$ cat config.mk
export PLATFORM = sky130hd
export DESIGN_NAME = brwm_queue
export DESIGN_NICKNAME = d
export VERILOG_FILES = /design/src/brwm_pkg.sv /design/src/brwm_queue.sv
export SDC_FILE = /design/constraint.sdc
export NUM_CORES = 1
export LEC_CHECK = 0
export BUFFER_PORTS_ARGS = -buffer_cell sky130_fd_sc_hd__buf_4
export CAP_MARGIN = 30
export CORE_MARGIN = 2
export CORE_UTILIZATION = 40
export CTS_BUF_LIST = sky130_fd_sc_hd__clkbuf_2
export CTS_CLUSTER_DIAMETER = 150
export CTS_CLUSTER_SIZE = 14
export DETAILED_ROUTE_END_ITERATION = 16
export SYNTH_ARGS = -nofsm -noshare
export SYNTH_HDL_FRONTEND = slang
export SYNTH_SLANG_ARGS = --single-unit
$ cat constraint.sdc
create_clock -name clock -period 4.2 [get_ports clock]
set_input_delay 0.84 -clock clock [delete_from_list [all_inputs] [get_ports clock]]
set_output_delay 0.84 -clock clock [all_outputs]
set_load 0.02 [all_outputs]
$ cat src/brwm_pkg.sv
`timescale 1ns / 1ps

package brwm_pkg;

   // Buffer geometry.
   localparam int BUF_BYTES     = 4096;
   localparam int ADDR_W        = $clog2(BUF_BYTES);
   localparam int PTR_W         = $clog2(BUF_BYTES + 1);
   localparam int BITS_PER_BYTE = 8;

   // Field widths of the request and response channels.
   localparam int MODE_W    = 2;
   localparam int BYTE_W    = 8;
   localparam int SBITS_W   = 6;
   localparam int RATE_W    = 19;
   localparam int CHANS_W   = 4;
   localparam int FRAMES_W  = 13;
   localparam int AMOUNT_W  = 13;
   localparam int OFFSET_W  = 12;
   localparam int AVAIL_W   = 13;
   localparam int DROP_W    = 32;

   // Block length arithmetic: frames * channels, then times bytes per sample.
   localparam int BPS_W  = SBITS_W - $clog2(BITS_PER_BYTE);
   localparam int PROD_W = FRAMES_W + CHANS_W;
   localparam int LEN_W  = PROD_W + BPS_W;

   // Command queue between the front end and the execution unit.
   localparam int QDEPTH = 4;
   localparam int QIDX_W = $clog2(QDEPTH);
   localparam int QCNT_W = $clog2(QDEPTH + 1);

   typedef enum logic [MODE_W-1:0] {
      MODE_OPEN    = 2'd0,
      MODE_DATA    = 2'd1,
      MODE_ADVANCE = 2'd2,
      MODE_READ    = 2'd3
   } mode_type;

   typedef enum logic {
      BK_RUN = 1'b0,
      BK_ADV = 1'b1
   } back_state_type;

   // One classified command as it travels through the queue.
   typedef struct packed {
      mode_type             mode;
      logic [BYTE_W-1:0]    data_byte;
      logic [SBITS_W-1:0]   sample_bits;
      logic [RATE_W-1:0]    rate_hz;
      logic [CHANS_W-1:0]   channel_count;
      logic [LEN_W-1:0]     block_len;
      logic [AMOUNT_W-1:0]  advance_amount;
      logic [OFFSET_W-1:0]  read_offset;
   } cmd_type;

endpackage

$ cat src/brwm_queue.sv
`timescale 1ns / 1ps

module brwm_queue (
   input  logic                         clock,
   input  logic                         reset,
   input  logic                         push,
   input  brwm_pkg::cmd_type            push_cmd,
   input  logic                         pop,
   output logic                         head_valid,
   output brwm_pkg::cmd_type            head_cmd,
   output logic [brwm_pkg::QCNT_W-1:0]  count
);

   brwm_pkg::cmd_type                 entry_ff [brwm_pkg::QDEPTH];
   logic [brwm_pkg::QIDX_W-1:0]       wr_idx_ff;
   logic [brwm_pkg::QIDX_W-1:0]       wr_idx_in;
   logic [brwm_pkg::QIDX_W-1:0]       rd_idx_ff;
   logic [brwm_pkg::QIDX_W-1:0]       rd_idx_in;
   logic [brwm_pkg::QCNT_W-1:0]       count_ff;
   logic [brwm_pkg::QCNT_W-1:0]       count_in;
   logic                              do_pop;

   assign head_valid = (count_ff != '0);
   assign head_cmd   = entry_ff[rd_idx_ff];
   assign count      = count_ff;
   assign do_pop     = pop && head_valid;

   // Pointer and occupancy update; the front end never pushes into a full queue.
   always_comb begin
      wr_idx_in = push   ? wr_idx_ff + 1'b1 : wr_idx_ff;
      rd_idx_in = do_pop ? rd_idx_ff + 1'b1 : rd_idx_ff;
      count_in  = count_ff;
      if (push && !do_pop) begin
         count_in = count_ff + 1'b1;
      end else if (!push && do_pop) begin
         count_in = count_ff - 1'b1;
      end
   end

   always_ff @(posedge clock) begin
      if (reset) begin
         wr_idx_ff <= '0;
         rd_idx_ff <= '0;
         count_ff  <= '0;
      end else begin
         wr_idx_ff <= wr_idx_in;
         rd_idx_ff <= rd_idx_in;
         count_ff  <= count_in;
      end
   end

   // Entry storage.
   always_ff @(posedge clock) begin
      if (push) begin
         entry_ff[wr_idx_ff] <= push_cmd;
      end
   end

endmodule

; ---- Word level (Yosys, flattened, before mapping)
; Memories as Yosys holds them, arrays and structs flattened. A register that Yosys moved wholly into a read port is not among the register bits.
; Cells that the tools add are included.
[word_totals]
register_bits = 7
wordCells = 21
out_inout_bits = 88
n_memories = 1
inputBits = 88
mem_bits_rw = 336
[op_classes]
n_mux = 6
addsub = 4
n_reduce_logical = 7
[memory_table]
columns = name, words, word_bits, rd, rd_ports_with_merged_regs, wr, line
row1 = entry_ff, 4, 84, 1, 1, 1, brwm_queue.sv:14  ; brwm_pkg::cmd_type entry_ff [brwm_pkg::QDEPTH];
[ops]
columns = operator, count
row1 = 2-to-1 mux 3 bit, 2
row2 = "adder 2 x 1 -> 2 bit, second input constant", 2
row3 = 2-to-1 mux 2 bit, 2
row4 = "adder 3 x 1 -> 3 bit, second input constant", 1
row5 = logical AND 1 bit, 3
row6 = nonzero test 3 bit, 1
row7 = "subtractor 3 x 1 -> 3 bit, second input constant", 1
row8 = zero test 1 bit, 2
row9 = 2-to-1 mux 1 bit, 2
row10 = nonzero test 2 bit, 1

; ---- Longest topological paths before layout
; Gate-level depths: netlist of the first run.
[logic_depth]
word_depth = 5
depth_mapped = 7
ltp_nobuf = 7

; ---- Worst setup path before layout of the first run
; OpenSTA, ideal clock, no wires.
[synth_timing]
kind = input -> register
from = input port push
to = memory entry_ff[0][0] in the netlist's numbering, enable pin
path_slack_ps = 956
required_ps = 3749
path_stages = 1
n_path_buf = 0
arrival_ps = 2792
setup_ps = 451
cell_sequence = and2_1
[synth_via]
elab_chain_len = 2
[synth_lines]
columns = item, line
row1 = "start, declared", brwm_queue.sv:6  ; input logic push,
row2 = 2-to-1 mux 1 bit, brwm_queue.sv:54  ; if (push) begin
row3 = 2-to-1 mux 1 bit (not written as such), brwm_queue.sv:55  ; entry_ff[wr_idx_ff] <= push_cmd;
row4 = "end, declared", brwm_queue.sv:14
; No other way between the ends.

==> qor.yml, run 1 <==
yosys_warnings: 0
htreeDepth: 1
critPathArrivalTime_ns: 2.70
grt_pass1_wl_um: 37300
clock_latency_ns: 0.92
worst-r2r-cell-count: 7
seq_area_frac_synth_pct: 81.8
cellPowerDensity_nw_per_um2: 497
path_max_fanout: 56
finalCriticalPeriod_ns: 3.54
peakVddDrop_v: 0.000300
drtPass1Iterations: 4
place_ws_ns: 1.55
finalHoldWorstSlack_ns: 0.224
slew_viol_final: 0
instances_no_fill: 1179
wl_per_cell_um: 20.6
hold_end: "wr_idx_ff[0]$_SDFFE_PP0P_"
hold_class: "input pin to flop"
cp.required_ns: 3.36
cp-end-kind: "primary output"
finalSetupTns_ns: 0
hold_buffers: 70
cp_slowest_cell: "mux4_2"
synthToLayoutAreaGrowth_pct: 23.4
cts_root_buffer: "clkbuf_2"
cts_buffers: 28
die_h_um: 181
grt_usage_pct: 14.7
drc_errors: 0
place.port_buffers: 175
cts.sinks: 345
fin_ws_ns: 0.659
fin_crit_sh_pct: 84.3
cp-start-kind: "flop"
place_congestion: 0.677
leakage_nw: 5.20
avgSynthCellArea_um2: 26.1
crit_family: "multiplexers"
r2r_end: "count[2]$_SDFFE_PP0P_"
fin_nets: 853
status: "finished, final reports clean"
min_path_cells: 3
start_util_pct: 40.8
postCtsSetupRepairBufs: 0
synth_cell_type_count: 20
row_count: 64
antenna_found_initial: 3
die_area_um2: 32800
via_per_inst: 5.01
critPathKind: "flop to primary output"
grt_max_degree: 57
r2r_start: "count[0]$_SDFFE_PP0P_"
drive_gt1_share_pct: 41.5
rsz0062_at_grt: "false"
cap_violations: 0
synthesis.area_um2: 12500
ys_seq_elements: 345
grt-ovfl-total: 0
wl_um: 24300
hp-start: "push"
die_w_um: 181
crit_chain: "buf_12 > mux4_2 > buf_4"
synth_fp_nets: 575
final.setup_skew_ns: 0.0408
cts.repair.resized: 0
clock_path_buffers: 3
io-pin-count: 176
cts_tree: "yes"
grt_pass1_vias: 6492
fmax_ghz: 0.282
ff2ff_setup_slack_ns: 1.96
maxSlewHeadroom_pct: 47.2
setup-violations-final: 0
hold_violations: 0
path_clk_slew_ns: 0.26
place.detailed.hpwl_um: 14000
antenna_left: 0
worstMarginPinSlew_ns: 0.792
via_count: 5907
cp_num_buf_inv: 2
dp_cells: 1040
synth_cells: 481
coreArea_um2: 30700
dr.first_iter.drc_count: 375
slowest_delay_ns: 0.61
[worst max-delay path by stage]
stage          slack, ns  start  depth (start not counted)                        to
6_report            0.66   flop                          3               head_cmd[1]
5_1_grt             0.35   flop                          3               head_cmd[1]
4_1_cts             0.46   flop                          3              head_cmd[55]
3_5_place_dp        1.55   flop                          3              head_cmd[55]
3_3_place_gp        1.60   flop                          3              head_cmd[55]
2_1_floorplan       0.96   push                          1  entry_ff[0][0]$_DFFE_PP_
[cell families after synthesis]
family          share of synthesized area (%)
compound gates                          0.209
xor+xnor                                0.349
fa+ha+maj                               0.658
buf+inv                                  1.21
flops                                    81.8
mux                                      15.2
simple gates                            0.508
[cell type report]
cell class,count,area [um^2]
well taps,396,495
flip-flops and latches,345,10300
inverters,3,11.3
fillers,2509,15300
clock buffers,51,255
clock inverters,1,7.51
repair buffers,267,2290
diodes,2,5.00
multi-input cells,114,2140
[per-stage QoR]
stage / area [um^2] / util [%] / total power, mW
3_5_place_dp: 14400 / 46.7 / 6.46
5_1_grt: 15500 / 50.3 / 8.08
6_report: 15500 / 50.3 / 7.70
4_1_cts: 15300 / 49.8 / 7.83
2_1_floorplan: 12500 / - / 5.62
3_3_place_gp: 14400 / 46.7 / 6.42
[state kept, by name, summed over array words and instances, names as in the netlist, named ones only]
name,cells
rd_idx_ff,2
count,3
entry_ff,336
wr_idx_ff,2
[Yosys cell counts]
| library cell | number | share of area, % |
|---|---|---|
| a21oi_1 | 1 | 0.040 |
| and2_1 | 4 | 0.20 |
| buf_2 | 7 | 0.28 |
| buf_4 | 2 | 0.12 |
| buf_6 | 7 | 0.63 |
| clkbuf_1 | 3 | 0.090 |
| dfxtp_1 | 9 | 1.4 |
| edfxtp_1 | 336 | 80 |
| fa_1 | 1 | 0.16 |
| ha_1 | 5 | 0.50 |
| inv_1 | 3 | 0.090 |
| mux2i_1 | 2 | 0.16 |
| mux4_2 | 84 | 15 |
| nor2_1 | 7 | 0.21 |
| o21ai_0 | 1 | 0.040 |
| o311ai_0 | 1 | 0.070 |
| o31ai_1 | 1 | 0.060 |
| or3_1 | 2 | 0.10 |
| xnor2_1 | 1 | 0.070 |
| xor2_1 | 4 | 0.28 |
[routing by layer]
metal	GRT usage, %	wire (um)	vias to the layer above
met5	0	0	-
met2	25.3	12200	183
met4	3.02	323	0
met3	3.75	1620	30
li1	-	-	2615
met1	19.1	10100	3079
[cell usage in the layout, fill, tap and decap left out]
cell and instances:
or3_1 2, dfxtp_1 7, edfxtp_1 336, o31ai_1 1, o21ai_0 1, dfxtp_4 2, o311ai_0 1, a21oi_1 1
fa_1 1, clkinvlp_4 1, and2_4 4, buf_12 6, clkbuf_2 51, mux2i_1 2, ha_1 5, xnor2_1 1
dlygate4sd3_1 85, inv_1 3, xor2_1 4, buf_4 176, diode_2 2, mux4_2 84, nor2_1 7
[tightest hold or removal path: cells and delay by family]
family                    cells  cell delay [ns]
buffers and inverters         1             0.14
xor gates and xnor gates      1             0.13
and+or+nand+nor               1             0.04
[power breakdown]
group | total, mW | leakage (nW) | internal [mW] | switching (mW)
combinational | 2.31 | 1.82 | 1.15 | 1.16
sequential | 4.09 | 3.16 | 3.97 | 0.122
clock | 1.30 | 0.212 | 0.308 | 0.996
No activity file was read; power rests on OpenSTA's default activity.
==> inputs of run 2 (changes only) <==
clock period = 3.2 ns   (was 4.2 ns; I/O delays follow)
==> qor.yml, run 2 (synthesis results as in run 1) <==
peakVddDrop_v: 0.000396  # was 0.000300 V
setup-violations-final: 0  # unchanged
p_total_mw: 10.5  # was 7.70 mW
hold_class: "input pin to flop"  # unchanged
fin_ws_ns: 0.152  # was 0.659 ns
coreArea_um2: 30700  # unchanged
antenna_left: 0  # unchanged
maxSlewHeadroom_pct: 59.2  # was 47.2%
grt.busiest_layer: "met2"  # unchanged
final_cell_mix: "edfxtp_1, buf_4, dlygate4sd3_1"  # unchanged
place_ws_ns: 0.767  # was 1.55 ns
path_clk_slew_ns: 0.24  # was 0.26 ns
place_congestion: 0.686  # was 0.677
drive_gt1_share_pct: 42.7  # was 41.5%
clock_path_buffers: 3  # unchanged
row_count: 64  # unchanged
final_util_pct: 51.5  # was 50.3%
cp-start-kind: "flop"  # unchanged
slowest_delay_ns: 0.56  # was 0.61 ns
clock_latency_ns: 0.91  # was 0.92 ns
path_max_fanout: 17  # was 56
grt_pass1_wl_um: 38000  # was 37,300 um
dpl_cell_area_um2: 14400  # about the same
hp-start: "pop"  # was push
drc_errors: 0  # unchanged
top_register: "entry_ff"  # unchanged
cp_slowest_cell: "mux4_2"  # unchanged
wl_um: 24900  # was 24,300 um
grt_use_met3_pct: 2.98  # was 3.75%
synthToLayoutAreaGrowth_pct: 26.2  # was 23.4%
r2r_start: "count[0]$_SDFFE_PP0P_"  # unchanged
die_h_um: 181  # unchanged
place.detailed.hpwl_um: 14800  # was 14,000 um
antenna_found_initial: 2  # was 3
ff2ff_setup_slack_ns: 0.98  # was 1.96 ns
cp_num_buf_inv: 3  # was 2
drtPass1Iterations: 6  # was 4
hold_violations: 0  # unchanged
status: "finished, final reports clean"  # unchanged
fmax_ghz: 0.328
slew_viol_final: 0  # unchanged
place.port_buffers: 175  # unchanged
use_met1_pct: 19.8  # was 19.1%
cts_root_buffer: "clkbuf_2"  # unchanged
fin_crit_sh_pct: 95.3
rsz0062_at_grt: "true"  # was false
finalSetupTns_ns: 0  # unchanged
dr.first_iter.drc_count: 327  # was 375
worstMarginPinSlew_ns: 0.612  # was 0.792 ns
grt_max_degree: 53  # was 57
dp_cells: 1047  # was 1,040
cts_buffers: 28  # unchanged
grt-ovfl-total: 0  # unchanged
cp.required_ns: 2.56  # was 3.36 ns
die_area_um2: 32800  # unchanged
die_w_um: 181  # unchanged
leakage_nw: 5.36  # was 5.20 nW
via_count: 6021  # was 5,907
cellPowerDensity_nw_per_um2: 660  # was 497 nW/um^2
wl_per_cell_um: 20.8  # was 20.6 um
final.setup_skew_ns: 0.0488  # was 0.0408 ns
largest_reg_flops: 336  # unchanged
cp-end-kind: "primary output"  # unchanged
instances_no_fill: 1197  # was 1,179
crit_chain: "buf_12 > buf_16 > mux4_2 > buf_6"  # was buf_12 > mux4_2 > buf_4
critPathArrivalTime_ns: 2.41  # was 2.70 ns
r2r_end: "count[2]$_SDFFE_PP0P_"  # unchanged
worst-r2r-cell-count: 7  # unchanged
cts.sinks: 345  # unchanged
use_met2_pct: 25.9  # was 25.3%
fin_nets: 871  # was 853
crit_family: "multiplexers"  # unchanged
final_area_um2: 15800  # was 15,500 um^2
finalCriticalPeriod_ns: 3.05
finalHoldWorstSlack_ns: 0.167  # was 0.224 ns
min_path_cells: 4  # was 3
final_common_cell: "edfxtp_1"  # unchanged
io-pin-count: 176  # unchanged
start_util_pct: 40.8  # unchanged
grt_usage_pct: 15.0  # was 14.7%
via_per_inst: 5.03  # was 5.01
fillCellCount: 2469  # was 2,509
cap_violations: 0  # unchanged
htreeDepth: 1  # unchanged
critPathKind: "flop to primary output"  # unchanged
grt_pass1_vias: 6612  # was 6,492
cts_tree: "yes"  # unchanged
## run 2: cell types whose count changed in the layout (fill, tap and decap cells not counted)
cell,before,now
dlygate4sd3_1,85,86
buf_16,0,2
clkbuf_16,0,1
buf_4,176,155
buf_12,6,9
buf_6,0,32
## run 2: area by class of cell
class | instances | area, um^2 | share of cell area [%]
clock inverters | 1 | 7.51 | 0.0474
multi-input cells | 114 | 2140 | 13.5
repair buffers | 285 | 2650 | 16.7
inverters | 3 | 11.3 | 0.0711
well taps | 396 | 495 | 3.13
clock buffers | 51 | 255 | 1.61
diodes | 2 | 5.00 | 0.0316
flip-flops and latches | 345 | 10300 | 64.9
## run 2: per-layer routing
metal | part of all wire, % | vias up
met5 | 0.056 | -
met4 | 2.1 | 2
met3 | 5.7 | 34
met2 | 50 | 190
met1 | 42 | 3143
li1 | - | 2652
## run 2: worst reg2reg max path: stages, from the launching register on
cell and delay (ns):
dfxtp_1 0.45, o31ai_1 0.40, ha_1 0.26, inv_1 0.07, fa_1 0.38, xor2_1 0.17
or3_1 0.32, a21oi_1 0.15
## run 2: repair_timing
action                     in CTS  in global routing
setup endpoints to repair      81                 47
hold endpoints to repair      345                  0
gates cloned                    0                  1
hold buffers                   86                  0
resized for setup              33                  1
buffers inserted                9                  1
## run 2: report_power, final
group	leakage [nW]	internal [mW]	switching (mW)	total, mW
Combinational	1.99	1.78	1.67	3.46
Clock	0.212	0.404	1.29	1.69
Sequential	3.16	5.21	0.0950	5.30
Total	5.36	7.39	3.06	10.5
## run 2: worst max path at each step
stage                                to  cells after the start  startpoint
3_3_place_gp               head_cmd[47]                      3        flop
6_report                   head_cmd[41]                      4        flop
4_1_cts                    head_cmd[41]                      3        flop
3_5_place_dp               head_cmd[47]                      3        flop
5_1_grt                    head_cmd[41]                      4        flop
2_1_floorplan  entry_ff[0][0]$_DFFE_PP_                      1        push
==> inputs of run 3 (changes only) <==
REMOVE_ABC_BUFFERS = 1   (was default)
SETUP_SLACK_MARGIN = 0.2   (was default)
==> qor.yml, run 3 (synthesis results as in run 1) <==
place_congestion: 0.711  # was 0.686
place_ws_ns: 0.890  # was 0.767 ns
cp_slowest_cell: "mux4_2"  # unchanged
finalSetupTns_ns: 0  # unchanged
drive_gt1_share_pct: 42.4  # was 42.7%
critPathKind: "flop to primary output"  # unchanged
die_w_um: 181  # unchanged
die_h_um: 181  # unchanged
p_total_mw: 11.0  # was 10.5 mW
via_per_inst: 5.03  # about the same
path_max_fanout: 5  # was 17
cp-start-kind: "flop"  # unchanged
die_area_um2: 32800  # unchanged
wl_um: 25600  # was 24,900 um
finalHoldWorstSlack_ns: 0.149  # was 0.167 ns
status: "finished, final reports clean"  # unchanged
clock_path_buffers: 3  # unchanged
worstMarginPinSlew_ns: 0.578  # was 0.612 ns
rsz0062_at_grt: "true"  # unchanged
grt_usage_pct: 15.6  # was 15.0%
final_area_um2: 16200  # was 15,800 um^2
dr.first_iter.drc_count: 361  # was 327
synthToLayoutAreaGrowth_pct: 28.8  # was 26.2%
leakage_nw: 5.46  # was 5.36 nW
cp-end-kind: "primary output"  # unchanged
grt_max_degree: 46  # was 53
place.detailed.hpwl_um: 13900  # was 14,800 um
antenna_left: 0  # unchanged
instances_no_fill: 1193  # was 1,197
p_seq_share_pct: 48.1  # was 50.7%
p_int_mw: 7.76  # was 7.39 mW
cts_tree: "yes"  # unchanged
row_count: 64  # unchanged
final_util_pct: 52.6  # was 51.5%
grt-ovfl-total: 0  # unchanged
grt_pass1_wl_um: 38900  # was 38,000 um
slew_viol_final: 0  # unchanged
htreeDepth: 1  # unchanged
cts_buffers: 28  # unchanged
cp_common_cell: "buf_12"
peakVddDrop_v: 0.000386  # was 0.000396 V
grt_pass1_vias: 6746  # was 6,612
finalCriticalPeriod_ns: 3.07  # was 3.05 ns
io-pin-count: 176  # unchanged
power_frac_clock_pct: 14.3  # was 16.2%
cp_num_buf_inv: 5  # was 3
fmax_ghz: 0.326  # was 0.328 GHz
hold_class: "input pin to flop"  # unchanged
maxSlewHeadroom_pct: 61.5  # was 59.2%
start_util_pct: 40.8  # unchanged
cellPowerDensity_nw_per_um2: 679  # was 660 nW/um^2
top_register: "entry_ff"  # unchanged
hold_violations: 0  # unchanged
clock_latency_ns: 0.89  # was 0.91 ns
p_sw_mw: 3.21  # was 3.06 mW
coreArea_um2: 30700  # unchanged
final.setup_skew_ns: 0.0328  # was 0.0488 ns
fin_crit_sh_pct: 95.9  # was 95.3%
slowest_delay_ns: 0.51  # was 0.56 ns
wl_per_cell_um: 21.5  # was 20.8 um
cp.required_ns: 2.56  # about the same
combinationalPowerShare_pct: 37.6  # was 33.1%
dpl_cell_area_um2: 14400  # about the same
antenna_found_initial: 1  # was 2
largest_reg_flops: 336  # unchanged
swShare_pct: 29.3  # about the same
crit_chain: "buf_12 > buf_12 > buf_12 > buf_16 > mux4_2 > buf_6"  # was buf_12 > buf_16 > mux4_2 > buf_6
via_count: 5999  # was 6,021
path_clk_slew_ns: 0.25  # was 0.24 ns
drc_errors: 0  # unchanged
critPathArrivalTime_ns: 2.43  # was 2.41 ns
fin_ws_ns: 0.131  # was 0.152 ns
cts_root_buffer: "clkbuf_2"  # unchanged
crit_family: "buffers and inverters"  # was multiplexers
final_common_cell: "edfxtp_1"  # unchanged
cts.sinks: 345  # unchanged
final_cell_mix: "edfxtp_1, buf_4, dlygate4sd3_1"  # unchanged
fin_nets: 878  # was 871
fillCellCount: 2441  # was 2,469
setup-violations-final: 0  # unchanged
place.port_buffers: 175  # unchanged
dp_cells: 1045  # was 1,047
cap_violations: 0  # unchanged
drtPass1Iterations: 6  # unchanged
run 3: cell count changes in the layout (fill, tap and decap cells not counted):
cell       previous run  this run
clkbuf_2             51        40
buf_4               155       118
clkbuf_16             1         3
buf_12                9        10
buf_16                2        10
buf_6                32        65
run 3: path summary, 6_finish.rpt:
| check | start | to | slack, ns | cells past startpoint |
|---|---|---|---|---|
| worst max-delay path | flop | head_cmd[70] | 0.13 | 6 |
| worst min-delay path | pop | flop | 0.15 | 4 |
| worst max register to register | count[1]$_SDFFE_PP0P_ | count[2]$_SDFFE_PP0P_ | 0.94 | 7 |
| worst min register to register | rd_idx_ff[0]$_SDFFE_PP0P_ | flop | 0.56 | 2 |
run 3: power by group through the flow:
stage / Sequential, mW / Combinational (mW) / Clock [mW]
2_1_floorplan: 5.66 / 1.68 / 0
3_3_place_gp: 5.39 / 3.08 / 0
3_5_place_dp: 5.41 / 3.11 / 0
4_1_cts: 5.29 / 4.09 / 1.68
5_1_grt: 5.31 / 4.38 / 1.84
6_report: 5.28 / 4.13 / 1.57
run 3: final cells by class:
class                           count  area [um^2]  area share [%]
Timing Repair Buffer              292         3030            18.7
Multi-Input combinational cell    114         2140            13.2
Inverter                            3         11.3          0.0697
Sequential cell                   345        10300            63.6
Tap cell                          396          495            3.07
Clock inverter                      1         7.51          0.0464
Clock buffer                       40          200            1.24
Antenna cell                        2         5.00          0.0310
run 3: per-layer routing:
metal,vias to the layer above,track usage (%),routed length [um]
met5,-,0,0
met4,0,3.15,348
met3,30,3.39,1490
met2,185,26.3,12500
met1,3121,21.1,11300
li1,2663,-,-
run 3: repair_timing:
item                                   4_1_cts  5_1_grt
setup endpoints to repair                   84       84
hold buffers                                86        0
endpoints found under the hold margin      345        0
setup buffers                                8        0
gates resized for setup                     75        0
cloned                                       8        3
run 3: worst reg2reg max path, stage by stage, from the launching register on:
cell and delay, ns:
dfxtp_1 0.43, o31ai_1 0.38, ha_1 0.26, inv_1 0.07, fa_1 0.39, xor2_1 0.17, or3_1 0.32, a21oi_1 0.17
