<file path="config.mk">
export PLATFORM = sky130hd
export DESIGN_NAME = brwm_front
export DESIGN_NICKNAME = d
export VERILOG_FILES = /design/src/brwm_pkg.sv /design/src/brwm_front.sv
export SDC_FILE = /design/constraint.sdc
export NUM_CORES = 1
export LEC_CHECK = 0
export BUFFER_PORTS_ARGS = -buffer_cell sky130_fd_sc_hd__buf_2
export CORE_ASPECT_RATIO = 0.9
export CORE_UTILIZATION = 55
export CTS_CLUSTER_DIAMETER = 50
export DETAILED_ROUTE_END_ITERATION = 7
export HOLD_SLACK_MARGIN = 0.03
export PLACE_DENSITY = 0.89
export SLEW_MARGIN = 20
export SYNTH_ARGS = -nofsm -noshare
export SYNTH_HDL_FRONTEND = slang
export SYNTH_SLANG_ARGS = --single-unit
</file>
<file path="constraint.sdc">
create_clock -name clock -period 8.46 [get_ports clock]
set_input_delay 0.423 -clock clock [delete_from_list [all_inputs] [get_ports clock]]
set_output_delay 0.423 -clock clock [all_outputs]
set_load 0.01 [all_outputs]
</file>
<file path="src/brwm_pkg.sv">
`timescale 1ns / 1ps

package brwm_pkg;

   // Buffer geometry.
   localparam int BUF_BYTES     = 4096;
   localparam int ADDR_W        = $clog2(BUF_BYTES);
   localparam int PTR_W         = $clog2(BUF_BYTES + 1);
   localparam int BITS_PER_BYTE = 8;

   // Field widths of the request and response channels.
   localparam int MODE_W    = 2;
   localparam int BYTE_W    = 8;
   localparam int SBITS_W   = 6;
   localparam int RATE_W    = 19;
   localparam int CHANS_W   = 4;
   localparam int FRAMES_W  = 13;
   localparam int AMOUNT_W  = 13;
   localparam int OFFSET_W  = 12;
   localparam int AVAIL_W   = 13;
   localparam int DROP_W    = 32;

   // Block length arithmetic: frames * channels, then times bytes per sample.
   localparam int BPS_W  = SBITS_W - $clog2(BITS_PER_BYTE);
   localparam int PROD_W = FRAMES_W + CHANS_W;
   localparam int LEN_W  = PROD_W + BPS_W;

   // Command queue between the front end and the execution unit.
   localparam int QDEPTH = 4;
   localparam int QIDX_W = $clog2(QDEPTH);
   localparam int QCNT_W = $clog2(QDEPTH + 1);

   typedef enum logic [MODE_W-1:0] {
      MODE_OPEN    = 2'd0,
      MODE_DATA    = 2'd1,
      MODE_ADVANCE = 2'd2,
      MODE_READ    = 2'd3
   } mode_type;

   typedef enum logic {
      BK_RUN = 1'b0,
      BK_ADV = 1'b1
   } back_state_type;

   // One classified command as it travels through the queue.
   typedef struct packed {
      mode_type             mode;
      logic [BYTE_W-1:0]    data_byte;
      logic [SBITS_W-1:0]   sample_bits;
      logic [RATE_W-1:0]    rate_hz;
      logic [CHANS_W-1:0]   channel_count;
      logic [LEN_W-1:0]     block_len;
      logic [AMOUNT_W-1:0]  advance_amount;
      logic [OFFSET_W-1:0]  read_offset;
   } cmd_type;

endpackage

</file>
<file path="src/brwm_front.sv">
`timescale 1ns / 1ps

module brwm_front (
   input  logic                             clock,
   input  logic                             reset,
   input  logic                             start,
   output logic                             busy,
   input  logic [brwm_pkg::MODE_W-1:0]      req_mode,
   input  logic [brwm_pkg::BYTE_W-1:0]      req_data_byte,
   input  logic [brwm_pkg::SBITS_W-1:0]     req_sample_bits,
   input  logic [brwm_pkg::RATE_W-1:0]      req_rate_hz,
   input  logic [brwm_pkg::CHANS_W-1:0]     req_channel_count,
   input  logic [brwm_pkg::FRAMES_W-1:0]    req_frame_count,
   input  logic [brwm_pkg::AMOUNT_W-1:0]    req_advance_amount,
   input  logic [brwm_pkg::OFFSET_W-1:0]    req_read_offset,
   input  logic [brwm_pkg::QCNT_W-1:0]      q_count,
   output logic                             q_push,
   output brwm_pkg::cmd_type                q_push_cmd
);

   logic                             s1_valid_ff;
   logic                             s1_valid_in;
   brwm_pkg::cmd_type                s1_cmd_ff;
   logic [brwm_pkg::PROD_W-1:0]      s1_prod_ff;
   logic [brwm_pkg::BPS_W-1:0]       s1_bps;
   logic                             accept;

   // Hold off a new transfer unless the queue has room for it and for the
   // command already in the length stage.
   assign busy   = (({1'b0, q_count}) + (brwm_pkg::QCNT_W + 1)'(s1_valid_ff))
                   >= (brwm_pkg::QCNT_W + 1)'(brwm_pkg::QDEPTH);
   assign accept = start && !busy;

   assign s1_valid_in = accept;

   always_ff @(posedge clock) begin
      if (reset) begin
         s1_valid_ff <= 1'b0;
      end else begin
         s1_valid_ff <= s1_valid_in;
      end
   end

   // First stage: capture the transfer and form frames times channels.
   always_ff @(posedge clock) begin
      if (accept) begin
         s1_cmd_ff.mode           <= brwm_pkg::mode_type'(req_mode);
         s1_cmd_ff.data_byte      <= req_data_byte;
         s1_cmd_ff.sample_bits    <= req_sample_bits;
         s1_cmd_ff.rate_hz        <= req_rate_hz;
         s1_cmd_ff.channel_count  <= req_channel_count;
         s1_cmd_ff.block_len      <= '0;
         s1_cmd_ff.advance_amount <= req_advance_amount;
         s1_cmd_ff.read_offset    <= req_read_offset;
         s1_prod_ff <= brwm_pkg::PROD_W'(req_frame_count) *
                       brwm_pkg::PROD_W'(req_channel_count);
      end
   end

   // Second stage: scale by whole bytes per sample and hand to the queue.
   assign s1_bps = brwm_pkg::BPS_W'(s1_cmd_ff.sample_bits / brwm_pkg::BITS_PER_BYTE);

   always_comb begin
      q_push_cmd           = s1_cmd_ff;
      q_push_cmd.block_len = brwm_pkg::LEN_W'(s1_prod_ff) * brwm_pkg::LEN_W'(s1_bps);
   end

   assign q_push = s1_valid_ff;

endmodule

</file>
# [Word level (Yosys, flattened, before mapping)]
# Cells that the tools add are included.
[totals] reg_bits=82 in_bits=83 output_inout_bits=86 elab_cells=15
[classes] addsub=1 mul=2 n_lt_le_gt_ge=1 reduce_logical=2
[op_table] operator="multiplier 17 x 3 -> 20 bit" count=1
[op_table] operator="multiplier 13 x 4 -> 17 bit" count=1
[op_table] operator="adder 3 x 1 -> 4 bit" count=1
[op_table] operator=">= comparator 4 x 3 -> 1 bit, second input constant" count=1
[op_table] operator="logical AND 1 bit" count=1
[op_table] operator="logical NOT 1 bit" count=1

# [Longest topological paths before layout]
# Gate-level depths: netlist of run 1.
[depth] ltp_word=4 ltp_mapped=12 depth_no_buf=11

# [Worst setup path before layout of run 1]
# OpenSTA, ideal clock, no wires.
[synth_timing] path_type="register to output" from="register s1_cmd_ff (netlist bit q_push_cmd[73])" to="output port q_push_cmd[42] in the netlist's numbering" t_arrival_ns=3.078 t_required_ns=8.037 setup_slack_ns=4.959 path_stages_with_launch=13 n_path_buf=3 cell_sequence="edfxtp_1 > clkbuf_1 > clkbuf_1 > nand2_1 > fa_1 > inv_1 > ha_1 > buf_2 > a21o_1 > nand2b_1 > o211ai_1 > o21a_1 > o311ai_0"
[synth_rtl] element="from (decl)" line_no="brwm_front.sv:23" rtl="brwm_pkg::cmd_type s1_cmd_ff;"
[synth_rtl] element="to (decl)" line_no="brwm_front.sv:18" rtl="output brwm_pkg::cmd_type q_push_cmd"

==> impl_metrics.ini, run 1 <==
[pwr]
switching_share = 0.332
internal_power_mw = 0.921
seqPwrFrac = 0.361
switchingPower_mw = 0.457
power.total_mw = 1.38
pwr-share-clk = 0.285
combPwrFrac = 0.354
power_density_mw_per_mm2 = 200
cellLeakagePower_nw = 3.31
vdd_drop_max_uv = 107

[routing]
wl_mm = 12.5
first_iter_violations = 174
dr.pass1.iters = 5
viasPerCell = 5.34
antenna_left = 0
wl_per_cell_um = 15.3
via_count = 4349
drc = 0

[logic_synthesis]
synth.distinct_cells = 45
yosysWarnings = 0
synth-edff-count = 81
netlist.area_leader.share = 0.432
yosys-top-cells-area = edfxtp_1 43%, fa_1 14%, ha_1 8.9%
mappedNetlistArea_mm2 = 0.00563
ys.flop_type = edfxtp_1
syn_nets = 679
synth.avg_cell_area_um2 = 10.9
synthArstFlopShare = 0
syn_inst = 518
synth.largest_area_cell = edfxtp_1
ys_seq_area_frac = 0.436
synth-seq-cells = 82

[critical_path]
cp_data_arrival_time_ps = 3590
r2r_end = q_push_cmd[4]
r2r-start = q_push
end_kind = output pin
worstSetupPathType = flop to output pin
endpoint = q_push_cmd[43]
rrSetupSlack_ps = 6660
crit_required_ps = 8040
cp_max_fo = 18
cpPeakStageDelay_ps = 660
startpoint_type = flop
crit_start = q_push_cmd[73]
crit_slowest_cell = edfxtp_1
critical_path.most_common_cell = fa_1
reg2reg_depth = 2
worstPathCellList = nand2_1, fa_1, inv_1, ha_1, fa_1, a21oi_1, nor2_1, o22ai_1, o21ai_0, xor2_1, buf_2

[sta]
fin_crit_ps = 4010
finalSetupViolations = 0
period_share = 0.474
finClkSkew_ps = 10.7
clock.fmax_ghz = 0.249
tightest_slew_ps = 985
rsz0062_at_grt = false
fin_ws_ps = 4450
relSlewSlack = 0.343
finalSetupTns_ps = 0
drv_slew = 0
finalHoldViolCount = 0
whs_ps = 230

[die]
die_w_um = 109
core.rowCount = 34
fp.dieH_um = 98.0
die_area_mm2 = 0.0106
io_pins = 169
start_util = 0.575
core_mm2 = 0.00978

[cts]
insertion_delay_ps = 340
cts_tree = built
clock_tree.buffer_depth = 2
cts_made_buffers = 9
root_buffer = clkbuf_16
post-cts-setup-buffers = 0
path_clk_slew_ps = 70
htreeDepth = 3
cts_resized = 0
clock-sinks = 82
cts_hold_buf = 0

[place]
hpwlAfterDp_mm = 9.75
portBuffers = 168
dp_slack_ps = 4800
dp_cells = 799
place_congestion = 0.872
post_dp_cell_area_mm2 = 0.00658

[cells_and_area]
stdcell_area_mm2 = 0.00688
final_cells = 815
drive_above_1_share = 0.273
finalNetCount = 845
ff_latch_area_mm2 = 0.00245
diodes = 0
syn_to_final_growth_pct = 22.3
fin_util = 0.703
multi_input_area_mm2 = 0.00285
num-fill-cells = 703

[grt]
grt_pass1_vias = 4411
antenna_found_initial = 0
grt-ovfl-total = 0
grt_max_degree = 83
grt_pass1_wl_mm = 20.1
grt_usage = 0.243

[flow_run]
max_cap_violations = 0

[min_path]
hp-class = primary input to flop

[run_status]
status = finished clean
area by class of cell:
type                    count  area share
clock buffers              10      0.0333
clock inverters             6      0.0107
inverters                  75      0.0409
multi-input cells         348       0.414
flip-flops and latches     82       0.356
well taps                 126      0.0229
repair buffers            168       0.122
cell usage after synthesis, drive strengths merged (2+ instances only):
cell type / n
o21a: 9
o21ai: 16
xnor2: 14
inv: 75
nand2b: 4
clkbuf: 11
a211oi: 5
xor2: 8
o41ai: 2
nor3: 6
ha: 40
nand4: 3
and3: 4
edfxtp: 81
buf: 2
nor2b: 5
nand3: 4
a21oi: 22
o211ai: 5
a311oi: 2
a31oi: 2
a211o: 2
and2: 47
o31a: 3
o22ai: 2
nor2: 11
or3: 2
o311ai: 3
fa: 38
nand2: 70
a21o: 9
layout by cell type, fill, tap and decap left out, types with 2 or more instances in the layout:
master	count
xor2_1	8
o22ai_1	2
inv_1	75
nand4_1	3
a311oi_1	2
nor2_1	11
a21o_1	9
nand2_1	70
fa_1	38
clkbuf_16	9
xnor2_1	14
o21a_1	9
nand2b_1	4
ha_1	40
o21ai_0	16
nand3_1	4
a211oi_1	5
clkinvlp_4	2
o211ai_1	5
and3_1	4
a31oi_1	2
nor3_1	6
and2_1	46
a211o_1	2
a21oi_1	22
o311ai_1	2
o31a_1	3
edfxtp_1	81
nor2b_1	4
or3_1	2
buf_2	168
worst min-delay path by stage:
stage / from / cells past startpoint / endpoint
after global routing: reset / 2 / q_push
after floorplan: reset / 1 / q_push
after global placement: reset / 2 / q_push
after CTS: reset / 2 / q_push
final: reset / 2 / q_push
after detailed placement: reset / 2 / q_push
worst max-delay path: cells and delay by family, from the launching register on:
kind | cells | cell delay (ps)
adder cells (fa/ha/maj) | 3 | 1200
AO/OA/AOI/OAI | 3 | 770
XOR/XNOR | 1 | 170
buffers and inverters | 2 | 190
flip-flops | 1 | 660
AND/OR/NAND/NOR | 2 | 280
layer usage:
layer / part of all wire / GRT usage / routed length, µm / up-vias
met5: 0 / 0 / 0 / -
li1: - / - / - / 2094
met3: 0.054 / 0.0374 / 676 / 32
met2: 0.52 / 0.435 / 6440 / 194
met1: 0.40 / 0.281 / 5040 / 2029
met4: 0.028 / 0.119 / 345 / 0
power groups by stage:
stage | combinational [mW] | sequential, mW | clock [mW]
2_1_floorplan | 0.331 | 0.510 | 0
3_3_place_gp | 0.458 | 0.505 | 0
3_5_place_dp | 0.477 | 0.506 | 0
4_1_cts | 0.484 | 0.498 | 0.397
5_1_grt | 0.545 | 0.500 | 0.408
6_report | 0.487 | 0.498 | 0.393
kinds of logic (layout without fill, tap and decap cells):
| group | Yosys count | count (layout) | share of synthesized area |
|---|---|---|---|
| compound gates | 88 | 88 | 0.104 |
| xor+xnor | 22 | 22 | 0.0342 |
| fa+ha+maj | 78 | 78 | 0.224 |
| buf+inv | 88 | 259 | 0.0591 |
| flops | 82 | 82 | 0.436 |
| mux | 1 | 1 | 0.00178 |
| simple gates | 159 | 159 | 0.141 |
registers in the layout (all words and copies together), names as in the netlist:
register and count:
s1_prod_ff 17, q_push_cmd 64, q_push 1
Note: power is estimated with default switching activity, not from simulation.
==> inputs of run 2 (changes only) <==
--- a/config.mk
+++ b/config.mk
@@ -7,11 +7,11 @@
 export LEC_CHECK = 0
 export BUFFER_PORTS_ARGS = -buffer_cell sky130_fd_sc_hd__buf_2
 export CORE_ASPECT_RATIO = 0.9
-export CORE_UTILIZATION = 55
+export CORE_UTILIZATION = 48
 export CTS_CLUSTER_DIAMETER = 50
 export DETAILED_ROUTE_END_ITERATION = 7
 export HOLD_SLACK_MARGIN = 0.03
-export PLACE_DENSITY = 0.89
+export PLACE_DENSITY = 0.83
 export SLEW_MARGIN = 20
 export SYNTH_ARGS = -nofsm -noshare
 export SYNTH_HDL_FRONTEND = slang
==> constraint.sdc (replaced) <==
create_clock -name clock -period 3.6 [get_ports clock]
set_input_delay 0.18 -clock clock [delete_from_list [all_inputs] [get_ports clock]]
set_output_delay 0.18 -clock clock [all_outputs]
set_load 0.01 [all_outputs]
==> run 2 against run 1 <==
Net effect: critical path depth did not move; non-clock buffer count rose by 66; clock power rose by 130%; core utilization fell by 4.1 points; global-route usage rose by 0.72 points; critical endpoint is now q_push_cmd[39]; largest cell class unchanged; highest routed layer unchanged.
==> impl_metrics.ini, run 2 (synthesis gave the netlist of run 1 again) <==
[cells_and_area]
num-fill-cells = 840
syn_to_final_growth_pct = 34.6
stdcell_area_mm2 = 0.00758
drive_above_1_share = 0.264
finalNetCount = 911
final_cell_mix = 168 x buf_2, 81 x edfxtp_1, 75 x inv_1
layout.cells.most_common = buf_2
fin_util = 0.663
final_cells = 911
diodes = 0
largest_reg_flops = 64

[pwr]
cellLeakagePower_nw = 3.60
power_density_mw_per_mm2 = 434
vdd_drop_max_uv = 382

[routing]
dr.pass1.iters = 5
antenna_left = 0
drc = 0
first_iter_violations = 291
wl_mm = 15.1
via_count = 4665
viasPerCell = 5.12
wl_per_cell_um = 16.6

[die]
fp.dieH_um = 105
core.rowCount = 37
die_area_mm2 = 0.0122
core_mm2 = 0.0114
die_w_um = 116
io_pins = 169
start_util = 0.492

[cts]
root_buffer = clkbuf_16
insertion_delay_ps = 340
cts_made_buffers = 9
cts_tree = built
htreeDepth = 3
clock_tree.buffer_depth = 2
path_clk_slew_ps = 60
clock-sinks = 82

[critical_path]
crit_required_ps = 3420
cp_data_arrival_time_ps = 3320
reg2reg_depth = 2
r2r_end = q_push_cmd[7]
cp_max_fo = 5
worstSetupPathType = flop to output pin
startpoint_type = flop
end_kind = output pin
r2r-start = q_push
rrSetupSlack_ps = 1710
crit_start = q_push_cmd[72]

[sta]
finalSetupViolations = 0
finClkSkew_ps = 14.6
tightest_slew_ps = 1040
fin_crit_ps = 3500
relSlewSlack = 0.308
clock.fmax_ghz = 0.286
finalHoldViolCount = 0
period_share = 0.972
fin_ws_ps = 100
drv_slew = 0
finalSetupTns_ps = 0

[place]
place_congestion = 0.891
dp_slack_ps = 196
post_dp_cell_area_mm2 = 0.00662
dp_cells = 829
portBuffers = 168
hpwlAfterDp_mm = 10.2

[min_path]
holdPathEnd = q_push_cmd[19]
hold_depth = 1
holdCritStartpoint = req_advance_amount[7]
hp-class = primary input to flop

[run_status]
status = finished clean

[grt]
antenna_found_initial = 0
grt_usage = 0.250
grt-ovfl-total = 0
grt_max_degree = 83
grt_pass1_vias = 4758
grt_pass1_wl_mm = 23.3

[flow_run]
max_cap_violations = 0
==> run 2: cell types whose count changed in the layout (fill, tap and decap cells not counted), sizes merged <==
cell	before	now
inv	77	76
buf	168	178
clkinv	1	2
dlygate4sd3	0	56
==> run 2: per-stage QoR <==
stage,hold slack (ps),power [mW]
after detailed placement,346,2.31
final,42.5,3.29
after CTS,30.8,3.24
after floorplan,252,1.98
after global placement,341,2.26
after global routing,31.1,3.49
==> run 2: worst max-delay path by stage <==
stage / to
finish: q_push_cmd[39]
detailed placement: s1_prod_ff[16]
global placement: s1_prod_ff[16]
floorplan: q_push_cmd[42]
global route: q_push_cmd[42]
CTS: q_push_cmd[42]
==> run 2: layout make-up <==
cell class	instances	area [µm²]	area share
Clock inverter	6	66.3	0.00875
Inverter	75	282	0.0372
Tap cell	156	195	0.0258
Multi-Input combinational cell	348	2860	0.377
Timing Repair Buffer	234	1500	0.198
Clock buffer	10	229	0.0302
Sequential cell	82	2450	0.324
==> run 2: what timing repair did <==
action	in CTS	in global routing
pin swaps	0	3
buffers inserted	8	2
cloned	0	0
endpoints found under the hold margin	50	6
resized for setup	0	4
setup endpoints to repair	5	4
hold buffers	50	6
==> run 2: power breakdown <==
group | leakage [nW] | total, mW | internal, mW | switching [mW]
Sequential | 0.770 | 1.17 | 1.14 | 0.0330
Combinational | 2.70 | 1.21 | 0.533 | 0.675
Clock | 0.137 | 0.905 | 0.539 | 0.366
Total | 3.60 | 3.29 | 2.21 | 1.07
==> run 2: routing by layer <==
| metal | vias to the layer above | wire [µm] | global-route usage |
|---|---|---|---|
| met5 | - | 0 | 0 |
| met4 | 0 | 383 | 0.0788 |
| met3 | 30 | 578 | 0.0412 |
| met2 | 172 | 8220 | 0.449 |
| met1 | 2242 | 5950 | 0.303 |
| li1 | 2221 | - | - |
==> run 2: worst max-delay path: stages (launching register included) <==
cell	delay [ps]
edfxtp_1	470
nand2_1	130
fa_1	510
inv_1	40
ha_1	230
fa_1	410
a21oi_1	240
nor2_1	120
o22ai_1	290
a2bb2oi_1	250
o31a_1	180
buf_2	130
==> inputs of run 3 (changes only) <==
--- a/config.mk
+++ b/config.mk
@@ -5,14 +5,13 @@
 export SDC_FILE = /design/constraint.sdc
 export NUM_CORES = 1
 export LEC_CHECK = 0
-export BUFFER_PORTS_ARGS = -buffer_cell sky130_fd_sc_hd__buf_2
+export BUFFER_PORTS_ARGS = -buffer_cell sky130_fd_sc_hd__buf_4
 export CORE_ASPECT_RATIO = 0.9
 export CORE_UTILIZATION = 48
 export CTS_CLUSTER_DIAMETER = 50
 export DETAILED_ROUTE_END_ITERATION = 7
 export HOLD_SLACK_MARGIN = 0.03
 export PLACE_DENSITY = 0.83
-export SLEW_MARGIN = 20
 export SYNTH_ARGS = -nofsm -noshare
 export SYNTH_HDL_FRONTEND = slang
 export SYNTH_SLANG_ARGS = --single-unit
==> run 3 against run 2 <==
Net effect: core utilization increased by 4.4 points; final cell count increased by 1.2%; clock power decreased by 3.6%; sequential cell count unchanged; fmax decreased by 0.63%; sequential power about the same; via count increased by 3.5%; wire length increased by 7.6%; register-to-register slack got worse by 110 ps; power increased by 2.9%; critical path type unchanged; largest power group unchanged.
==> impl_metrics.ini, run 3 (synthesis gave the netlist of run 1 again) <==
[run_status]
status = finished clean

[critical_path]
startpoint_type = flop
rrSetupSlack_ps = 1600
r2r-start = q_push
end_kind = output pin
cp_data_arrival_time_ps = 3340
crit_required_ps = 3420
crit_start = q_push_cmd[73]
worstSetupPathType = flop to output pin
endpoint = q_push_cmd[42]
cp_max_fo = 6
reg2reg_depth = 2
r2r_end = s1_prod_ff[14]

[pwr]
power.total_mw = 3.38
vdd_drop_max_uv = 300
power_density_mw_per_mm2 = 419
cellLeakagePower_nw = 3.80

[cells_and_area]
layout.cells.most_common = buf_4
final_cells = 922
finalNetCount = 921
num-fill-cells = 773
drive_above_1_share = 0.277
largest_reg_flops = 64
final_cell_mix = 181 x buf_4, 81 x edfxtp_1, 75 x inv_1
syn_to_final_growth_pct = 43.5

[grt]
grt_max_degree = 83
antenna_found_initial = 1
grt-ovfl-total = 0
grt_pass1_wl_mm = 24.4
grt_usage = 0.263
grt_pass1_vias = 4946

[routing]
antenna_left = 0
viasPerCell = 5.24
first_iter_violations = 374
via_count = 4830
dr.pass1.iters = 5
drc = 0
wl_per_cell_um = 17.7
wl_mm = 16.3

[sta]
relSlewSlack = 0.314
fin_crit_ps = 3520
clock.fmax_ghz = 0.284
finalSetupViolations = 0
finClkSkew_ps = 15.1
finalHoldViolCount = 0
period_share = 0.978
tightest_slew_ps = 1030
drv_slew = 0

[place]
dp_cells = 829
portBuffers = 168
place_congestion = 0.906
hpwlAfterDp_mm = 10.3

[die]
die_area_mm2 = 0.0122
core_mm2 = 0.0114
io_pins = 169
start_util = 0.492
die_w_um = 116
core.rowCount = 37
fp.dieH_um = 105

[cts]
clock_tree.buffer_depth = 2
path_clk_slew_ps = 70
cts_tree = built
root_buffer = clkbuf_16
insertion_delay_ps = 340
clock-sinks = 82
cts_made_buffers = 9
htreeDepth = 3

[min_path]
hp-class = primary input to flop
holdCritStartpoint = req_rate_hz[13]

[flow_run]
max_cap_violations = 0
[run 3: cell count changes in the layout (fill, tap and decap cells not counted), moves of 2 or more]
cell           change
nand2_2            +2
buf_2            -168
nand2_1            -2
buf_6              -2
buf_4            +174
clkbuf_2           +2
dlygate4sd3_1      +4
a21oi_1            -2
a21oi_2            +2
[run 3: final cells by class]
cell class                 count  area (µm²)  area share
antenna                        1        2.50    0.000310
clock buffer                   9         225      0.0279
clock inverter                 7        58.8     0.00728
inverter                      75         282      0.0349
multi-input combinational    348        2880       0.356
sequential                    82        2450       0.304
tap                          156         195      0.0242
timing repair buffer         244        1980       0.245
[run 3: metal layers]
metal,GRT usage,wire [µm]
met5,0,0
met3,0.0406,707
met2,0.480,8770
met4,0.118,660
met1,0.297,6150
[run 3: metrics by stage]
step | setup TNS (ps) | hold slack [ps] | cell area (µm²) | setup WS (ps) | utilization
global route | -300 | 23.5 | 8070 | -73.7 | 0.706
CTS | 0 | 30.5 | 7910 | 79.9 | 0.692
floorplan | 0 | 252 | 5630 | 342 | -
global placement | 0 | 337 | 7040 | 307 | 0.615
detailed placement | 0 | 342 | 7040 | 229 | 0.615
finish | 0 | 47.2 | 8070 | 78.1 | 0.706
[run 3: power by group]
group          internal [mW]  switching, mW
clock network          0.478          0.394
registers               1.14         0.0343
logic                  0.628          0.708
[run 3: worst max-delay path: stages (launching register included)]
cell	delay (ps)
edfxtp_1	480
clkbuf_2	210
nand2_1	90
fa_1	530
inv_1	40
ha_1	340
o21a_1	210
a21o_1	190
o211ai_1	150
o21a_1	270
o311ai_1	310
buf_4	180
[run 3: how the worst min path moves through the flow]
stage	endpoint	slack (ps)	cells after the start
after floorplan	q_push	250	1
after global placement	q_push	340	2
after detailed placement	q_push	340	2
after CTS	q_push_cmd[54]	30	1
after global routing	q_push_cmd[62]	20	1
final	q_push_cmd[62]	50	1
[run 3: repair_timing]
| action | CTS | global route |
|---|---|---|
| setup buffers | 7 | 9 |
| endpoints found under the hold margin | 54 | 6 |
| pin swaps | 0 | 2 |
| endpoints found under the setup margin | 7 | 9 |
| gates resized for setup | 0 | 9 |
| hold buffers | 54 | 6 |
